## config.mk

```make
export PLATFORM = sky130hd
export DESIGN_NAME = integrating_input_debounce_top
export DESIGN_NICKNAME = d
export VERILOG_FILES = /design/src/rtl/iid_pkg.sv /design/src/rtl/integrating_input_debounce_top.sv
export SDC_FILE = /design/constraint.sdc
export NUM_CORES = 2
export LEC_CHECK = 0
export ABC_AREA = 1
export BUFFER_PORTS_ARGS = -buffer_cell sky130_fd_sc_hd__buf_2
export CAP_MARGIN = 5
export CORE_AREA = 5 5 279 281
export DETAILED_ROUTE_END_ITERATION = 8
export DIE_AREA = 0 0 284 286
export PLACE_DENSITY = 0.82
export SLEW_MARGIN = 20
export SYNTH_ARGS = -nofsm -noshare
export SYNTH_HDL_FRONTEND = slang
export SYNTH_SLANG_ARGS = --single-unit
```

## constraint.sdc

```tcl
create_clock -name aclk -period 11.7 [get_ports aclk]
set_input_delay 0.585 -clock aclk [delete_from_list [all_inputs] [get_ports aclk]]
set_output_delay 0.585 -clock aclk [all_outputs]
set_load 0.05 [all_outputs]
```

## src/rtl/iid_pkg.sv

```systemverilog
// shared widths, register indexes and reset values for the debounce block
package iid_pkg;

    localparam int TIMER_W     = 32;
    localparam int WORD_W      = 24;
    localparam int WORD_IDX_W  = 5;
    localparam int IN_TDATA_W  = 80;
    localparam int OUT_TDATA_W = 48;
    localparam int CFG_ADDR_W  = 3;
    localparam int CFG_DATA_W  = 24;

    localparam logic [WORD_W-1:0] HOLD_DEFAULT = 24'd500000;

    typedef enum logic [CFG_ADDR_W-1:0] {
        REG_DIN_INVERT  = 3'd0,
        REG_DOUT_INVERT = 3'd1,
        REG_HOLD_BYTE0  = 3'd2,
        REG_HOLD_BYTE1  = 3'd3,
        REG_HOLD_BYTE2  = 3'd4
    } cfg_reg_t;

endpackage

```

## src/rtl/integrating_input_debounce_top.sv

```systemverilog
// integrating debounce filter for a shifted i/o chain, integrators kept in a memory
//
// channel  dir  handshake             word layout (lowest bit first)
// s_       in   s_tvalid / s_tready   timer_count[31:0] raw_din[55:32] dout_data[79:56]
// m_       out  m_tvalid / m_tready   dout_tx[23:0] din_filtered[47:24]
// cfg_     in   cfg_wr_en             cfg_addr selects register, cfg_wdata is the value
//
// a word sweeps CHANNEL_BYTES*BITS_PER_BYTE bits (at most 24, 24 by default): the memory
//   has one read and one write port, so one bit is integrated a cycle unless m_ stalls
// the result is loaded into m_ as the last bit is written; the next word is taken in the
//   cycle the last bit of the current one is read, so words can run without a gap
// reset is synchronous; it clears registers, filter state and integrator valid bits
// a stalled result holds the sweep at its last bit, which also holds off s_tready
module integrating_input_debounce_top #(
    parameter int CHANNEL_BYTES = 3,
    parameter int BITS_PER_BYTE = 8
) (
    input  logic                              aclk,
    input  logic                              aresetn,
    input  logic                              s_tvalid,
    output logic                              s_tready,
    // timer_count, raw_din, dout_data
    input  logic [iid_pkg::IN_TDATA_W-1:0]    s_tdata,
    output logic                              m_tvalid,
    input  logic                              m_tready,
    // dout_tx, din_filtered
    output logic [iid_pkg::OUT_TDATA_W-1:0]   m_tdata,
    input  logic                              cfg_wr_en,
    input  logic [iid_pkg::CFG_ADDR_W-1:0]    cfg_addr,
    input  logic [iid_pkg::CFG_DATA_W-1:0]    cfg_wdata
);
    import iid_pkg::*;

    // positions beyond the word are never integrated and stay zero
    localparam int NPOS_RAW = CHANNEL_BYTES * BITS_PER_BYTE;
    localparam int NPOS     = (NPOS_RAW < WORD_W) ? NPOS_RAW : WORD_W;
    localparam int POS_W    = (NPOS > 1) ? $clog2(NPOS) : 1;
    localparam int BYTE_W   = (CHANNEL_BYTES > 1) ? $clog2(CHANNEL_BYTES) : 1;
    localparam int BIT_W    = (BITS_PER_BYTE > 1) ? $clog2(BITS_PER_BYTE) : 1;

    // configuration registers
    logic [WORD_W-1:0] din_inv_reg;
    logic [WORD_W-1:0] dout_inv_reg;
    logic [WORD_W-1:0] hold0_reg;
    logic [WORD_W-1:0] hold1_reg;
    logic [WORD_W-1:0] hold2_reg;

    // per-word history
    logic [WORD_W-1:0]  last_raw_reg;
    logic [TIMER_W-1:0] last_timer_reg;
    logic [WORD_W-1:0]  filt_reg;
    logic [WORD_W-1:0]  filt_next;

    // issue stage: walks the bit positions of the current word
    logic               s0_active_reg;
    logic [POS_W-1:0]   pos_reg;
    logic [BYTE_W-1:0]  byte_cnt_reg;
    logic [BIT_W-1:0]   bit_cnt_reg;
    logic [TIMER_W-1:0] dt_reg;
    logic [WORD_W-1:0]  word_reg;
    logic [WORD_W-1:0]  dout_tx_reg;
    logic               s0_last;
    logic [WORD_W-1:0]  limit_sel;

    // update stage: one integrator read-modify-write
    logic               s1_valid_reg;
    logic [POS_W-1:0]   s1_pos_reg;
    logic               s1_bit_reg;
    logic [WORD_W-1:0]  s1_limit_reg;
    logic [TIMER_W-1:0] s1_dt_reg;
    logic               s1_last_reg;
    logic [WORD_W-1:0]  s1_dout_reg;

    // integrator memory
    logic [WORD_W-1:0]  integ_mem [NPOS];
    logic [NPOS-1:0]    integ_vld_reg;
    logic [WORD_W-1:0]  rd_data_reg;
    logic               rd_vld_reg;
    logic [POS_W-1:0]   rd_addr;
    logic               wr_en;
    logic               fwd;
    logic [WORD_W-1:0]  integ_cur;
    logic [WORD_W-1:0]  integ_new;
    logic [TIMER_W:0]   up_sum;
    logic               hit_limit;
    logic               hit_zero;

    // result register
    logic                   m_tvalid_reg;
    logic [OUT_TDATA_W-1:0] m_tdata_reg;

    logic accept;
    logic advance;
    logic out_block;

    // the sweep can only finish a word into a free or draining result register
    assign out_block = s1_valid_reg && s1_last_reg && m_tvalid_reg && !m_tready;
    assign advance   = !out_block;
    assign s0_last   = (pos_reg == POS_W'(NPOS - 1));
    assign s_tready  = advance && (!s0_active_reg || s0_last);
    assign accept    = s_tvalid && s_tready;
    assign m_tvalid  = m_tvalid_reg;
    assign m_tdata   = m_tdata_reg;

    // per-byte hold limit, bytes past the third share the last limit
    always_comb begin
        priority if (byte_cnt_reg == BYTE_W'(0)) begin
            limit_sel = hold0_reg;
        end else if (byte_cnt_reg == BYTE_W'(1)) begin
            limit_sel = hold1_reg;
        end else begin
            limit_sel = hold2_reg;
        end
    end

    // configuration writes
    always_ff @(posedge aclk) begin
        if (!aresetn) begin
            din_inv_reg  <= '0;
            dout_inv_reg <= '0;
            hold0_reg    <= HOLD_DEFAULT;
            hold1_reg    <= HOLD_DEFAULT;
            hold2_reg    <= HOLD_DEFAULT;
        end else if (cfg_wr_en) begin
            unique case (cfg_reg_t'(cfg_addr))
                REG_DIN_INVERT:  din_inv_reg  <= cfg_wdata;
                REG_DOUT_INVERT: dout_inv_reg <= cfg_wdata;
                REG_HOLD_BYTE0:  hold0_reg    <= cfg_wdata;
                REG_HOLD_BYTE1:  hold1_reg    <= cfg_wdata;
                REG_HOLD_BYTE2:  hold2_reg    <= cfg_wdata;
                default: ;
            endcase
        end
    end

    // issue stage control and history
    always_ff @(posedge aclk) begin
        if (!aresetn) begin
            s0_active_reg  <= 1'b0;
            pos_reg        <= '0;
            byte_cnt_reg   <= '0;
            bit_cnt_reg    <= '0;
            last_raw_reg   <= '0;
            last_timer_reg <= '0;
        end else if (accept) begin
            s0_active_reg  <= 1'b1;
            pos_reg        <= '0;
            byte_cnt_reg   <= '0;
            bit_cnt_reg    <= '0;
            last_raw_reg   <= s_tdata[TIMER_W +: WORD_W];
            last_timer_reg <= s_tdata[0 +: TIMER_W];
        end else if (advance && s0_active_reg) begin
            pos_reg <= pos_reg + POS_W'(1);
            if (bit_cnt_reg == BIT_W'(BITS_PER_BYTE - 1)) begin
                bit_cnt_reg  <= '0;
                byte_cnt_reg <= byte_cnt_reg + BYTE_W'(1);
            end else begin
                bit_cnt_reg <= bit_cnt_reg + BIT_W'(1);
            end
            if (s0_last) begin
                s0_active_reg <= 1'b0;
            end
        end
    end

    // per-word operands, captured on accept; the lag means the previous raw word is filtered
    always_ff @(posedge aclk) begin
        if (accept) begin
            dt_reg      <= s_tdata[0 +: TIMER_W] - last_timer_reg;
            word_reg    <= last_raw_reg ^ din_inv_reg;
            dout_tx_reg <= s_tdata[TIMER_W + WORD_W +: WORD_W] ^ dout_inv_reg;
        end
    end

    // update stage control
    always_ff @(posedge aclk) begin
        if (!aresetn) begin
            s1_valid_reg <= 1'b0;
        end else if (advance) begin
            s1_valid_reg <= s0_active_reg;
        end
    end

    // update stage operands travel with the position, so words can overlap
    always_ff @(posedge aclk) begin
        if (advance) begin
            s1_pos_reg   <= pos_reg;
            s1_bit_reg   <= word_reg[WORD_IDX_W'(pos_reg)];
            s1_limit_reg <= limit_sel;
            s1_dt_reg    <= dt_reg;
            s1_last_reg  <= s0_last;
            s1_dout_reg  <= dout_tx_reg;
        end
    end

    // while stalled the update stage entry is re-read so its data stays put
    assign rd_addr = advance ? pos_reg : s1_pos_reg;
    assign wr_en   = s1_valid_reg && advance;
    assign fwd     = wr_en && (s1_pos_reg == rd_addr);

    always_ff @(posedge aclk) begin
        if (wr_en) begin
            integ_mem[s1_pos_reg] <= integ_new;
        end
        rd_data_reg <= fwd ? integ_new : integ_mem[rd_addr];
    end

    // entries never written since reset read as zero
    always_ff @(posedge aclk) begin
        if (!aresetn) begin
            integ_vld_reg <= '0;
            rd_vld_reg    <= 1'b0;
        end else begin
            if (wr_en) begin
                integ_vld_reg[s1_pos_reg] <= 1'b1;
            end
            rd_vld_reg <= fwd ? 1'b1 : integ_vld_reg[rd_addr];
        end
    end

    // integrator step: count up to the limit on a one, down to zero on a zero
    always_comb begin
        integ_cur = rd_vld_reg ? rd_data_reg : '0;
        up_sum    = {{(TIMER_W + 1 - WORD_W){1'b0}}, integ_cur} + {1'b0, s1_dt_reg};
        hit_limit = (up_sum >= {{(TIMER_W + 1 - WORD_W){1'b0}}, s1_limit_reg});
        hit_zero  = (s1_dt_reg >= {{(TIMER_W - WORD_W){1'b0}}, integ_cur});
        filt_next = filt_reg;
        if (s1_bit_reg) begin
            if (hit_limit) begin
                integ_new = s1_limit_reg;
                filt_next[WORD_IDX_W'(s1_pos_reg)] = 1'b1;
            end else begin
                integ_new = up_sum[WORD_W-1:0];
            end
        end else begin
            if (hit_zero) begin
                integ_new = '0;
                filt_next[WORD_IDX_W'(s1_pos_reg)] = 1'b0;
            end else begin
                integ_new = integ_cur - s1_dt_reg[WORD_W-1:0];
            end
        end
    end

    always_ff @(posedge aclk) begin
        if (!aresetn) begin
            filt_reg <= '0;
        end else if (wr_en) begin
            filt_reg <= filt_next;
        end
    end

    // result register
    always_ff @(posedge aclk) begin
        if (!aresetn) begin
            m_tvalid_reg <= 1'b0;
        end else if (wr_en && s1_last_reg) begin
            m_tvalid_reg <= 1'b1;
        end else if (m_tready) begin
            m_tvalid_reg <= 1'b0;
        end
    end

    always_ff @(posedge aclk) begin
        if (wr_en && s1_last_reg) begin
            m_tdata_reg <= {filt_next, s1_dout_reg};
        end
    end

endmodule

```

==> results.yml <==
drt:
  first_pass_iters: 8
  num_vias: 32561
  drt-total-wl_um: 122000
  ant_nets: 0
  drc: 0
  wl_per_cell_um: 22.8
  via_per_inst: 6.09
  first_iter_violations: 4437
finish:
  largest_reg_flops: 576
  fin_nets: 4533
  areaGrowthSynthToFinish_pct: 12.0
  n_antenna_cell: 0
  drive_above_1_share: 0.107
  final_core_util: 0.665
clock_tree:
  htreeDepth: 3
  cts_buffer_depth: 3
  root_buffer: "clkbuf_16"
  clk_pin_slew_worst_paths_ns: 0.06
  ctsResizeCount: 0
  worstSkewPairLatency_ns: 0.70
  cts_tree: "built"
  clock_sinks: 1029
  cts_buffers: 99
  hold_buffers: 0
  cts_setup_buffers: 0
power:
  p_int_mw: 6.18
  p_per_area_nw_per_um2: 164
  power_frac_seq: 0.501
  power_switching_mw: 2.01
  switching_share: 0.246
  irDropWorstVdd_mv: 0.155
  p_clk_frac: 0.399
  p_comb_frac: 0.099
  p_leak_nw: 19.1
sta:
  rsz0062_at_grt: "no"
  fin_crit_ns: 8.47
  period_share: 0.724
  finalSetupViolations: 0
  fmax_mhz: 118
  slew_headroom: 0.284
  finalMaxSlewViolations: 0
  tns_ns: 0
  worst_pin_slew_ns: 1.06
  hold_viol_final: 0
  finClkSkew_ns: 0.0632
setup_path:
  r2r_cells: 36
  r2r-start: "s1_pos_reg[0]"
  endpoint: "integ_mem[5][1]"
  crit_family: "simple AND/OR/NAND/NOR gates"
  crit_fanout: 70
  max_stage_delay_ns: 0.76
  path_depth: 36
  crit_path_start: "s1_pos_reg[0]"
  crit_required_ns: 11.95
  crit_slowest_cell: "buf_4"
  crit_buf_inv: 7
  cp-start-kind: "register"
  path_class: "reg -> reg"
  arrival_ns: 8.72
  crit_path_frequent_cell: "nand2_1"
  end_kind: "register"
  r2r-end: "integ_mem[5][1]"
  reg2reg_setup_slack_ns: 3.23
logic_synthesis:
  synthCells: 4143
  synthAdderAreaFrac: 0.0397
  synthTopCellsByArea: "edfxtp_1 (53%), dfxtp_1 (11%), nand2_1 (4.9%)"
  synth_cell_types: 53
  ys_top_cells_by_count: "edfxtp_1 (786), nand2_1 (586), nor2_1 (455)"
  synth.most_common_cell: "edfxtp_1"
  syn_area_um2: 44600
  syn_avg_cell_area_um2: 10.8
  synth_seq_cells: 1029
  synth_ff_type: "edfxtp_1"
  ys_warn_count: 0
  synth_edf_count: 786
  synth_simple_gate_area_frac: 0.125
  synth_xor_area_frac: 0.0241
  synth_top_cell_area_share: 0.529
  synth_compound_area_frac: 0.125
  muxShareOfSynthArea: 0
  ys_seq_area_frac: 0.638
  yosys.area.top_type: "edfxtp_1"
  synthArstFlopShare: 0
  synth_top_family_by_area: "simple AND/OR/NAND/NOR gates"
  syn_nets: 4395
global_route:
  grt_pass1_vias: 31422
  grt_max_degree: 146
  overflow: 0
  grt_first_pass_wirelength_um: 185000
  antenna_found_initial: 1
  grt.total_usage: 0.292
floorplanning:
  die_area_um2: 81200
  die_w_um: 284
  placementRows: 101
  start_util: 0.594
  die_h_um: 286
  core_area_um2: 75200
  ioPinCount: 162
job:
  maxCapViolCount: 0
outcome:
  status: "completed"
placement:
  port_buffers: 161
  gp_routability_congestion: 0.970
  hpwl_um: 73200
min_path:
  hp-class: "in -> reg"
layer usage:
layer,global-route usage,vias to the layer above,routed length (µm)
met4,0.107,2,5330
met5,0,-,7
met1,0.393,15404,45200
li1,-,14799,-
met3,0.0688,402,14200
met2,0.470,1954,56900
worst min-delay path by stage:
| stage | slack (ns) | endpoint | cells past startpoint | from |
|---|---|---|---|---|
| after global routing | 0.15 | last_raw_reg[20] | 3 | s_tdata[52] |
| after CTS | 0.13 | last_raw_reg[15] | 3 | s_tdata[47] |
| after detailed placement | 0.40 | m_tdata[14] | 0 | s1_dout_reg[14] |
| after floorplan | 0.40 | m_tdata[0] | 0 | s1_dout_reg[0] |
| after global placement | 0.40 | s1_dt_reg[9] | 0 | dt_reg[9] |
| final | 0.14 | last_raw_reg[15] | 3 | s_tdata[47] |
metrics by stage:
stage	std cells	area (µm²)	total power, mW	hold slack (ns)	setup WS [ns]
floorplan	4143	44600	4.71	0.400	6.21
global placement	5158	46600	4.95	0.400	3.64
detailed placement	5158	46600	4.97	0.405	3.39
CTS	5343	50000	8.20	0.127	3.32
global route	5343	50000	8.47	0.147	2.79
finish	5343	50000	8.19	0.144	3.23
kinds of logic after synthesis:
| family | Yosys count |
|---|---|
| and+or+nand+nor | 1343 |
| DFF | 1029 |
| AOI/OAI and AO/OA | 940 |
| buffers and inverters | 568 |
| adders and majority gates | 140 |
| xor gates and xnor gates | 123 |
worst min-delay path, cell delays in order:
cell and delay (ns):
buf_2 0.10, nand2_1 0.05, a21oi_1 0.05
power groups by stage:
stage | Sequential (mW) | Combinational (mW) | Clock [mW]
floorplan | 4.16 | 0.558 | 0
global placement | 4.18 | 0.774 | 0
detailed placement | 4.18 | 0.788 | 0
CTS | 4.10 | 0.796 | 3.30
global route | 4.11 | 0.906 | 3.45
finish | 4.11 | 0.813 | 3.27
area by class of cell:
cell class / instances / area [µm²]
repair buffers: 225 / 1330
multi-input cells: 2546 / 14200
clock inverters: 61 / 752
clock buffers: 124 / 2620
inverters: 380 / 1430
flip-flops and latches: 1029 / 28500
fillers: 5326 / 25200
well taps: 978 / 1220
layout by cell type, fill, tap and decap left out, types with 108 or more instances in the layout:
| master | n |
|---|---|
| buf_2 | 160 |
| dfxtp_1 | 243 |
| inv_1 | 361 |
| xor2_1 | 108 |
| ha_1 | 137 |
| nor2_1 | 428 |
| a21oi_1 | 312 |
| nand3_1 | 203 |
| edfxtp_1 | 786 |
| o21ai_0 | 256 |
| a22oi_1 | 273 |
| nand2_1 | 582 |
(Power assumes the default switching activity.)
